<file path="src/sv/ppmfe_pkg.sv">
// ----------------------------------------------------------------------------
// ppmfe_pkg
// Shared types, codes and reset constants for the combined PPM frame encoder.
// ----------------------------------------------------------------------------
package ppmfe_pkg;

  // Default table size and reset values of the timing registers and the width table.
  localparam int unsigned MAX_CHANNELS_DEF = 8;
  localparam logic [3:0]  DEFAULT_CHANNELS = 4'd4;
  localparam logic [31:0] DEFAULT_FRAME_US = 32'd22500;
  localparam logic [15:0] DEFAULT_MARKER_US = 16'd300;
  localparam logic [15:0] DEFAULT_WIDTH_US = 16'd1500;

  // Item operation codes.
  typedef enum logic [1:0] {
    OP_TICK    = 2'd0,
    OP_WRITE   = 2'd1,
    OP_RESTART = 2'd2
  } opcode_e_t;

  // Configuration register indexes.
  typedef enum logic [2:0] {
    CFG_ENABLE  = 3'd0,
    CFG_ACTIVE  = 3'd1,
    CFG_CHANNELS = 3'd2,
    CFG_FRAME   = 3'd3,
    CFG_MARKER  = 3'd4
  } cfg_reg_t;

  // Current configuration as seen by the encoder engine.
  typedef struct packed {
    logic        stream_enable;
    logic        active_level;
    logic [3:0]  channels_used;
    logic [31:0] frame_length_us;
    logic [15:0] marker_length_us;
  } cfg_t;

  // One write into the channel width table.
  typedef struct packed {
    logic        en;
    logic [2:0]  index;
    logic [15:0] value;
  } tbl_write_t;

endpackage

</file>
<file path="src/sv/ppmfe_width_table.sv">
// ----------------------------------------------------------------------------
// ppmfe_width_table
// Per-channel slot widths in microseconds, one write port and one read port.
// ----------------------------------------------------------------------------
module ppmfe_width_table
  import ppmfe_pkg::*;
#(
  parameter int unsigned MAX_CHANNELS = MAX_CHANNELS_DEF,
  localparam int unsigned IDX_W = (MAX_CHANNELS > 1) ? $clog2(MAX_CHANNELS) : 1
) (
  input  logic             clk,
  input  logic             rst,
  input  tbl_write_t       wr,
  input  logic [IDX_W-1:0] rd_index,
  output logic [15:0]      rd_width
);

  logic [15:0] widths [MAX_CHANNELS];
  logic        wr_in_range;

  // Writes beyond the table are dropped.
  assign wr_in_range = 32'(wr.index) < 32'(MAX_CHANNELS);

  // Table entries reset to the default width.
  always_ff @(posedge clk) begin
    if (rst) begin
      for (int i = 0; i < MAX_CHANNELS; i++) begin
        widths[i] <= DEFAULT_WIDTH_US;
      end
    end else if (wr.en && wr_in_range) begin
      widths[IDX_W'(wr.index)] <= wr.value;
    end
  end

  assign rd_width = widths[rd_index];

endmodule

</file>
<file path="src/sv/ppmfe_engine.sv">
// ----------------------------------------------------------------------------
// ppmfe_engine
// Frame and slot timing state with its registered update per transfer.
// ----------------------------------------------------------------------------
module ppmfe_engine
  import ppmfe_pkg::*;
#(
  parameter int unsigned MAX_CHANNELS = MAX_CHANNELS_DEF,
  localparam int unsigned IDX_W = (MAX_CHANNELS > 1) ? $clog2(MAX_CHANNELS) : 1
) (
  input  logic             clk,
  input  logic             rst,
  input  cfg_t             cfg,
  input  logic             tick_fire,
  input  logic             restart_fire,
  input  logic [31:0]      now,
  output logic [IDX_W-1:0] rd_index,
  input  logic [15:0]      rd_width,
  output logic             line_level_next,
  output logic [3:0]       slot_number_next,
  output logic             line_level,
  output logic [3:0]       slot_number
);

  logic [31:0] frame_begin_time;
  logic [31:0] slot_begin_time;
  logic [31:0] frame_begin_time_next;
  logic [31:0] slot_begin_time_next;

  logic [3:0]  count;
  logic        in_gap;
  logic        frame_wait;
  logic        new_frame;
  logic        advance;
  logic        slot_start;
  logic [31:0] frame_elapsed;
  logic [31:0] slot_elapsed;

  // Channel count limited to the table size.
  assign count = (32'(cfg.channels_used) < 32'(MAX_CHANNELS)) ?
                 cfg.channels_used : 4'(MAX_CHANNELS);

  assign frame_elapsed = now - frame_begin_time;
  assign slot_elapsed  = now - slot_begin_time;
  assign rd_index      = IDX_W'(slot_number);

  // Sync gap: line idle and no slot left in this frame.
  assign in_gap     = (line_level != cfg.active_level) && (slot_number >= count);
  assign frame_wait = frame_elapsed < cfg.frame_length_us;
  assign new_frame  = in_gap && !frame_wait;
  // A fresh frame starts at elapsed zero, so it never ends slot zero at once.
  assign advance    = !new_frame && (slot_number < count) &&
                      (slot_elapsed > 32'(rd_width));
  assign slot_start = new_frame || advance;

  // Next state for ticks and restarts.
  always_comb begin
    line_level_next       = line_level;
    slot_number_next      = slot_number;
    frame_begin_time_next = frame_begin_time;
    slot_begin_time_next  = slot_begin_time;
    if (tick_fire && cfg.stream_enable && !(in_gap && frame_wait)) begin
      if (new_frame) begin
        frame_begin_time_next = now;
        slot_number_next      = 4'd0;
      end else if (advance) begin
        slot_number_next = slot_number + 4'd1;
      end
      if (slot_start) begin
        slot_begin_time_next = now;
      end
      if (slot_start || (slot_elapsed == 32'd0)) begin
        line_level_next = cfg.active_level;
      end else if (slot_elapsed > 32'(cfg.marker_length_us)) begin
        line_level_next = ~cfg.active_level;
      end
    end else if (restart_fire && cfg.stream_enable) begin
      line_level_next  = cfg.active_level;
      slot_number_next = count;
    end
  end

  always_ff @(posedge clk) begin
    if (rst) begin
      line_level       <= 1'b0;
      slot_number      <= DEFAULT_CHANNELS;
      frame_begin_time <= 32'd0;
      slot_begin_time  <= 32'd0;
    end else begin
      line_level       <= line_level_next;
      slot_number      <= slot_number_next;
      frame_begin_time <= frame_begin_time_next;
      slot_begin_time  <= slot_begin_time_next;
    end
  end

endmodule

</file>
<file path="src/sv/ppm_frame_encoder.sv">
// ----------------------------------------------------------------------------
// ppm_frame_encoder
// Combined PPM pulse train encoder driven by microsecond timestamp items.
// ----------------------------------------------------------------------------
// Each item (tick, width write or restart) is registered on input; once the
// result register is free, the encoder state and the result register are
// updated from it. One item is taken every clock while the output does not
// stall. The rate is set by the state update loop (two 32-bit
// subtractions, their compares and the width table read); the output
// register lets a new item enter while an earlier result waits downstream,
// and the input stalls only when both registers are full and the receiver
// stalls.
// Every item yields exactly one result: the line level and the current slot,
// where a slot equal to the channel count marks the sync gap.
module ppm_frame_encoder
  import ppmfe_pkg::*;
#(
  parameter int unsigned MAX_CHANNELS = MAX_CHANNELS_DEF
) (
  input  logic        clk,
  input  logic        rst,
  // Configuration write port
  input  logic        cfg_write,
  input  logic [2:0]  cfg_index,
  input  logic [31:0] cfg_data,
  // Input channel
  input  logic        in_valid,
  output logic        in_stall,
  input  logic [1:0]  opcode,
  input  logic [31:0] time_us,
  input  logic [2:0]  channel_index,
  input  logic [15:0] channel_width,
  // Output channel
  output logic        out_valid,
  input  logic        out_stall,
  output logic        pin_level,
  output logic [3:0]  current_channel
);

  localparam int unsigned IDX_W = (MAX_CHANNELS > 1) ? $clog2(MAX_CHANNELS) : 1;

  cfg_t             cfg;
  tbl_write_t       tbl_wr;
  logic             s1_valid;
  logic [1:0]       s1_opcode;
  logic [31:0]      s1_time;
  logic [2:0]       s1_index;
  logic [15:0]      s1_width;
  logic             out_ready;
  logic             s1_fire;
  logic             in_fire;
  logic             tick_fire;
  logic             restart_fire;
  logic [IDX_W-1:0] rd_index;
  logic [15:0]      rd_width;
  logic             line_level_next;
  logic [3:0]       slot_number_next;
  logic             line_level;
  logic [3:0]       slot_number;

  // Configuration registers.
  always_ff @(posedge clk) begin
    if (rst) begin
      cfg.stream_enable    <= 1'b0;
      cfg.active_level     <= 1'b0;
      cfg.channels_used    <= DEFAULT_CHANNELS;
      cfg.frame_length_us  <= DEFAULT_FRAME_US;
      cfg.marker_length_us <= DEFAULT_MARKER_US;
    end else if (cfg_write) begin
      case (cfg_index)
        CFG_ENABLE:   cfg.stream_enable    <= cfg_data[0];
        CFG_ACTIVE:   cfg.active_level     <= cfg_data[0];
        CFG_CHANNELS: cfg.channels_used    <= cfg_data[3:0];
        CFG_FRAME:    cfg.frame_length_us  <= cfg_data;
        CFG_MARKER:   cfg.marker_length_us <= cfg_data[15:0];
        default: ;
      endcase
    end
  end

  // Handshake: the input stage moves on whenever the result register frees up.
  assign out_ready = !out_valid || !out_stall;
  assign s1_fire   = s1_valid && out_ready;
  assign in_stall  = s1_valid && !out_ready;
  assign in_fire   = in_valid && !in_stall;

  // Input register.
  always_ff @(posedge clk) begin
    if (rst) begin
      s1_valid <= 1'b0;
    end else if (in_fire) begin
      s1_valid <= 1'b1;
    end else if (s1_fire) begin
      s1_valid <= 1'b0;
    end
  end

  always_ff @(posedge clk) begin
    if (in_fire) begin
      s1_opcode <= opcode;
      s1_time   <= time_us;
      s1_index  <= channel_index;
      s1_width  <= channel_width;
    end
  end

  // Decode the registered item.
  assign tick_fire    = s1_fire && (s1_opcode == OP_TICK);
  assign restart_fire = s1_fire && (s1_opcode == OP_RESTART);
  assign tbl_wr.en    = s1_fire && (s1_opcode == OP_WRITE);
  assign tbl_wr.index = s1_index;
  assign tbl_wr.value = s1_width;

  ppmfe_width_table #(
    .MAX_CHANNELS(MAX_CHANNELS)
  ) u_table (
    .clk      (clk),
    .rst      (rst),
    .wr       (tbl_wr),
    .rd_index (rd_index),
    .rd_width (rd_width)
  );

  ppmfe_engine #(
    .MAX_CHANNELS(MAX_CHANNELS)
  ) u_engine (
    .clk              (clk),
    .rst              (rst),
    .cfg              (cfg),
    .tick_fire        (tick_fire),
    .restart_fire     (restart_fire),
    .now              (s1_time),
    .rd_index         (rd_index),
    .rd_width         (rd_width),
    .line_level_next  (line_level_next),
    .slot_number_next (slot_number_next),
    .line_level       (line_level),
    .slot_number      (slot_number)
  );

  // Result register.
  always_ff @(posedge clk) begin
    if (rst) begin
      out_valid <= 1'b0;
    end else if (s1_fire) begin
      out_valid <= 1'b1;
    end else if (!out_stall) begin
      out_valid <= 1'b0;
    end
  end

  always_ff @(posedge clk) begin
    if (s1_fire) begin
      pin_level       <= line_level_next;
      current_channel <= slot_number_next;
    end
  end

  // A stall at the input only comes from a full input stage behind a held result.
  assert property (@(posedge clk) disable iff (rst)
    in_stall |-> (s1_valid && out_valid))
    else $error("input stalled without a held result");

  // The pending result always mirrors the encoder state it was taken from.
  assert property (@(posedge clk) disable iff (rst)
    out_valid |-> ((pin_level == line_level) && (current_channel == slot_number)))
    else $error("result register out of step with encoder state");

  // With the stream disabled no item moves the line or the slot.
  assert property (@(posedge clk) disable iff (rst)
    (s1_fire && !cfg.stream_enable) |=> ($stable(line_level) && $stable(slot_number)))
    else $error("encoder state changed while the stream is disabled");

endmodule
</file>
<file path="config.mk">
export PLATFORM = sky130hd
export DESIGN_NAME = ppm_frame_encoder
export DESIGN_NICKNAME = d
export VERILOG_FILES = /design/src/sv/ppmfe_pkg.sv /design/src/sv/ppmfe_width_table.sv /design/src/sv/ppmfe_engine.sv /design/src/sv/ppm_frame_encoder.sv
export SDC_FILE = /design/constraint.sdc
export NUM_CORES = 1
export LEC_CHECK = 0
export BUFFER_PORTS_ARGS = -buffer_cell sky130_fd_sc_hd__buf_2
export CAP_MARGIN = 20
export CORE_ASPECT_RATIO = 1.4
export CORE_MARGIN = 5
export CORE_UTILIZATION = 47
export DETAILED_ROUTE_END_ITERATION = 10
export HOLD_SLACK_MARGIN = 0.1
export RECOVER_POWER = 25
export SLEW_MARGIN = 25
export SYNTH_ARGS = -nofsm -noshare
export SYNTH_HDL_FRONTEND = slang
export SYNTH_HIERARCHICAL = 1
export SYNTH_SLANG_ARGS = --single-unit
export TNS_END_PERCENT = 20
</file>
<file path="constraint.sdc">
create_clock -name clk -period 13.7 [get_ports clk]
set_clock_uncertainty 0.1 [all_clocks]
set_input_delay 0 -clock clk [delete_from_list [all_inputs] [get_ports clk]]
set_output_delay 0 -clock clk [all_outputs]
set_load 0.01 [all_outputs]
</file>
Yosys cells after proc, flatten, opt, wreduce, memory -nomap -nowiden
Memories as Yosys holds them, arrays and structs flattened. A register that Yosys moved wholly into a read port is not among the register bits.
Cells that the tools add are included.
{"block": "totals", "ff_bits": 183, "latch_bits": 0, "ram_bits": 128, "romBits": 0, "in_bits": 93, "output_inout_bits": 7, "wordCells": 94, "n_memories": 1}
{"name": "u_table.widths", "depth": 8, "word_bits": 16, "rd": 1, "rd_clocked_by_memory_dff": 1, "wr": 8, "line": "ppmfe_width_table.sv:18", "source": "logic [15:0] widths [MAX_CHANNELS];"}
{"block": "op_classes", "add_sub_neg": 3, "mul": 0, "div_mod_pow": 0, "magnitude_cmp": 6, "eq_ne": 8, "n_shift": 0, "n_mux": 22, "n_bitwise": 1, "reduce_logical": 36}
{"cell": "greater-than comparator 32 x 16 -> 1 bit", "count": 2}
{"cell": "subtractor 32 bit", "count": 2}
{"cell": "logical NOT 32 bit", "count": 1}
{"cell": "< comparator 32 bit", "count": 1}
{"cell": "2-to-1 mux 4 bit", "count": 5}
{"cell": "2-to-1 mux 16 bit", "count": 1}
{"cell": "OR reduction 16 bit", "count": 1}
{"cell": "logical AND 1 bit", "count": 14}
{"cell": "2-to-1 mux 1 bit", "count": 14}
{"cell": "AND reduction 2 bit", "count": 7}
{"cell": "logical NOT 1 bit", "count": 7}
{"cell": "== test 3 x 2 -> 1 bit, second input constant", "count": 2}
{"cell": "2-to-1 mux 3 bit", "count": 2}
{"cell": "adder 4 x 1 -> 4 bit, second input constant", "count": 1}
{"cell": ">= comparator 4 bit", "count": 1}
{"cell": "< comparator 4 bit", "count": 1}
{"cell": "< comparator 4 bit, second input constant", "count": 1}
{"cell": "== test 3 x 1 -> 1 bit, second input constant", "count": 1}
{"cell": "== test 3 bit, second input constant", "count": 1}
{"cell": "logical NOT 3 bit", "count": 1}
{"cell": "logical OR 1 bit", "count": 3}
{"cell": "== test 2 x 1 -> 1 bit, second input constant", "count": 1}
{"cell": "== test 2 bit, second input constant", "count": 1}
{"cell": "logical NOT 2 bit", "count": 1}
{"cell": "other kinds (4)", "count": 4}

Logic depth before layout (Yosys ltp)
{"block": "depth", "depth_word": 12, "depth_mapped": 33, "depth_no_buf": 29}

Cells and area by module
The synthesis kept the hierarchy.
{"module": "ppmfe_engine", "n_inst": 1, "cells_each": 1040, "area_per_inst_um2": 8000.2, "seq_area_each_um2": 1381.3}
{"module": "ppmfe_width_table", "n_inst": 1, "cells_each": 359, "area_per_inst_um2": 5843.1, "seq_area_each_um2": 3843.7}
{"module": "ppm_frame_encoder", "n_inst": 1, "cells_each": 296, "area_per_inst_um2": 4186.5, "seq_area_each_um2": 2862.7}

Worst setup path before layout
OpenSTA, ideal clock, no wires.
{"block": "synth_timing", "path_type": "register to register", "start": "register s1_time[0]", "end": "register u_engine.slot_begin_time[1]", "setup_ns": 0.128, "t_arrival_ns": 5.456, "setup_slack_ns": 8.017, "path_stages_with_launch": 34, "n_path_buf": 4, "path_cell_list": "edfxtp_1 inv_1 ha_1 inv_1 fa_1 a21o_1 a21oi_1 nor2b_1 o211ai_1 a31oi_1 a41oi_1 o21ai_0 a31oi_1 inv_1 a21o_1 a21oi_1 xnor2_1 ha_1 a21o_1 a21oi_1 nor2b_1 o21ai_0 nand2b_1 a211oi_1 o21bai_1 o311a_1 clkbuf_1 o211a_1 clkbuf_1 a31o_1 buf_6 buf_12 mux2i_1 nor2_1"}
{"block": "synth_via", "elab_chain_len": 9, "word_cells_on_any_way": 14, "classes_between": "add/sub: 2; order compare: 2; reduce/logical: 10"}
{"item": "start: declaration", "line": "ppm_frame_encoder.sv:46", "source": "logic [31:0] s1_time;"}
{"item": "start signal: assignment", "line": "ppm_frame_encoder.sv:101", "source": "s1_time <= time_us;"}
{"item": "subtractor 32 bit", "line": "ppmfe_engine.sv:43", "source": "assign frame_elapsed = now - frame_begin_time;"}
{"item": "< comparator 32 bit", "line": "ppmfe_engine.sv:49", "source": "assign frame_wait = frame_elapsed < cfg.frame_length_us;"}
{"item": "logical NOT 1 bit", "line": "ppmfe_engine.sv:50", "source": "assign new_frame = in_gap && !frame_wait;"}
{"item": "logical AND 1 bit", "line": "ppmfe_engine.sv:50"}
{"item": "logical NOT 1 bit", "line": "ppmfe_engine.sv:52", "source": "assign advance = !new_frame && (slot_number < count) &&"}
{"item": "logical AND 1 bit (2 in series)", "line": "ppmfe_engine.sv:52"}
{"item": "logical OR 1 bit", "line": "ppmfe_engine.sv:54", "source": "assign slot_start = new_frame || advance;"}
{"item": "AND reduction 2 bit (no source line) (*)"}
{"item": "end signal: assignment", "line": "ppmfe_engine.sv:93", "source": "slot_begin_time <= slot_begin_time_next;"}
{"item": "end: declaration", "line": "ppmfe_engine.sv:26", "source": "logic [31:0] slot_begin_time;"}
Mark *: on every way between the ends. The rest lies on a longest branch, timed or not.
A chain may end at the register's enable or synchronous reset.

Worst setup path in the final report
{"block": "layout_timing", "start": "register s1_time[1]", "end": "register u_engine.slot_begin_time[26]"}
Same word-level chain as after synthesis.

==> impl_metrics.toml <==
[run_status]
outcome = "finished with violations"
violations = "max-capacitance violations, max-slew violations"

[detailed_routing]
wirelength_mm = 46.3
vias = 13300
drc_errors = 0
drtAntennaViolNets = 0
routedWlPerCell_um = 19.3
first_iter_violations = 624
avgViaCountPerCell = 5.52
dr.pass1.iters = 5

[sta]
finalCriticalPeriod_ns = 6.95
tightest_slew_ns = 3.49
slew_viol_final = 142
relSlewSlack = -1.33
finalHoldViolations = 0
fmax_ghz = 0.144
rsz0062_at_grt = "false"
period_share = 0.507
finalSetupTns_ns = 0
setup_viol_count_final = 0

[floorplan]
start_util = 0.477
dieArea_mm2 = 0.0424
core_mm2 = 0.0377
die_w_um = 175
io_pins = 100
rows = 84
die_h_um = 242

[critical_path]
crit_family = "compound AO/OA/AOI/OAI gates"
slowest_delay_ns = 0.53
reg2reg_slack_ns = 6.75
r2r-end = "u_engine/slot_begin_time[26]"
critPathBufInv = 2
worstSetupPathType = "reg -> reg"
startpoint_type = "register"
critPathMaxFanout = 33
cp_data_arrival_time_ns = 7.20
reg2reg_depth = 25
crit_slowest_cell = "o311ai_0"
r2r-start = "s1_time[1]"
cp_data_required_time_ns = 13.96
crit_top_cell = "o21ai_0"
cp-end-kind = "register"

[power_and_ir_drop]
power.internal_w = 0.00166
seqPwrFrac = 0.469
ir_worst_vdd_v = 0.000102
pwr-share-comb = 0.126
power_switching_share = 0.247
netSwitchingPower_w = 0.000544
power.share.clock = 0.404
power.leakage_nw = 8.11
cellPowerDensity_mw_per_mm2 = 104

[clock_tree]
cts_resized = 0
clockBufferDepth = 3
hold_buffers = 144
insertion_delay_ns = 0.52
cts.clk_slew.worst_paths_ns = 0.06
cts_setup_buffers = 0
root_buffer = "clkbuf_16"
cts-buffers-inserted = 34
htreeDepth = 2
clkSinkCount = 311
tritoncts = "done"

[finish]
fin_nets = 2131
regArea_mm2 = 0.00809
layout-drive-gt1-share = 0.110
fin_area_mm2 = 0.0213
fill_cells = 3290
multi_input_area_mm2 = 0.00895
area_growth_pct = 18.0
antenna_cells = 0

[placement]
place.gp.congestion = 0.845
port_buffers = 99
placed_area_mm2 = 0.0188
hpwl_mm = 31.8

[min_path]
hold_start = "time_us[5]"
whs_endpoint = "s1_time[5]"
hold_depth = 2
hp-class = "in -> reg"

[global_route]
grt_antenna_before_repair = 0
grt_pass1_wl_mm = 73.5
grt_max_degree = 90
gr-usage-all-layers = 0.215
grt_pass1_vias = 13700
gr-total-overflow = 0

[synth]
synth_nets = 1917
syn_avg_cell_area_um2 = 10.6
syn_inst = 1692
yosysWarnings = 6
synth_area_mm2 = 0.0180

[job]
maxCapViolCount = 2
state kept, by name (all words and copies together) (netlist names):
| name | flops |
|---|---|
| s1_opcode | 2 |
| out_valid | 1 |
| s1_time | 32 |
| u_engine/frame_begin_time | 32 |
| u_engine/slot_number | 4 |
| u_engine/slot_begin_time | 32 |
| s1_valid | 1 |
| cfg | 54 |
| u_table/widths | 128 |
| s1_width | 16 |
| pin_level | 1 |
| s1_index | 3 |
| current_channel | 4 |
| u_engine/line_level | 1 |
power by group through the flow:
stage | combinational (W) | clock [W] | sequential, W
CTS | 0.000278 | 0.000915 | 0.00103
detailed placement | 0.000245 | 0 | 0.00105
global route | 0.000309 | 0.000953 | 0.00104
global placement | 0.000243 | 0 | 0.00105
floorplan | 0.000170 | 0 | 0.00104
finish | 0.000278 | 0.000891 | 0.00103
cell type report:
cell class / instances / area share
tap: 473 / 0.0278
multi-input combinational: 1158 / 0.421
inverter: 145 / 0.0256
clock inverter: 17 / 0.00654
timing repair buffer: 256 / 0.0946
clock buffer: 41 / 0.0437
sequential: 311 / 0.381
stage by stage:
step | instances | setup WS, ns | util | hold slack [ns] | total power [W]
final | 2401 | 6.75 | 0.563 | 0.111 | 0.00220
after global routing | 2401 | 6.05 | 0.563 | 0.114 | 0.00230
after CTS | 2400 | 6.74 | 0.564 | 0.101 | 0.00223
after detailed placement | 2198 | 6.79 | 0.497 | 0.0781 | 0.00130
after global placement | 2198 | 6.94 | 0.497 | 0.0764 | 0.00129
after floorplan | 1692 | 8.02 | - | -0.00113 | 0.00121
worst max path at each step:
stage                                    to  slack [ns]       start  cells past startpoint
2_1_floorplan   u_engine/slot_begin_time[1]        8.02  s1_time[0]                     33
3_3_place_gp   u_engine/slot_begin_time[29]        6.94  s1_time[1]                     25
3_5_place_dp    u_engine/slot_begin_time[7]        6.79  s1_time[1]                     25
4_1_cts        u_engine/slot_begin_time[26]        6.74  s1_time[1]                     25
5_1_grt        u_engine/slot_begin_time[26]        6.05  s1_time[1]                     25
6_report       u_engine/slot_begin_time[26]        6.75  s1_time[1]                     25
metal layers:
layer,part of all wire,vias up,track usage
met2,0.55,256,0.425
met5,0,-,0
met1,0.38,6362,0.235
met4,0.038,0,0.0748
li1,-,6550,-
met3,0.030,96,0.0237
layout by cell type, fill, tap and decap left out, drive strengths merged, types with 32 or more instances in the layout:
cell / n
edfxtp: 186
inv: 146
dlygate4sd3: 145
nor2: 131
ha: 130
dfxtp: 125
mux2i: 121
buf: 91
nand2b: 85
a21oi: 82
and3: 81
clkbuf: 61
or3: 60
nand2: 57
a21o: 45
o21ai: 38
mux4: 32
Note: power is estimated with default switching activity, not from simulation.
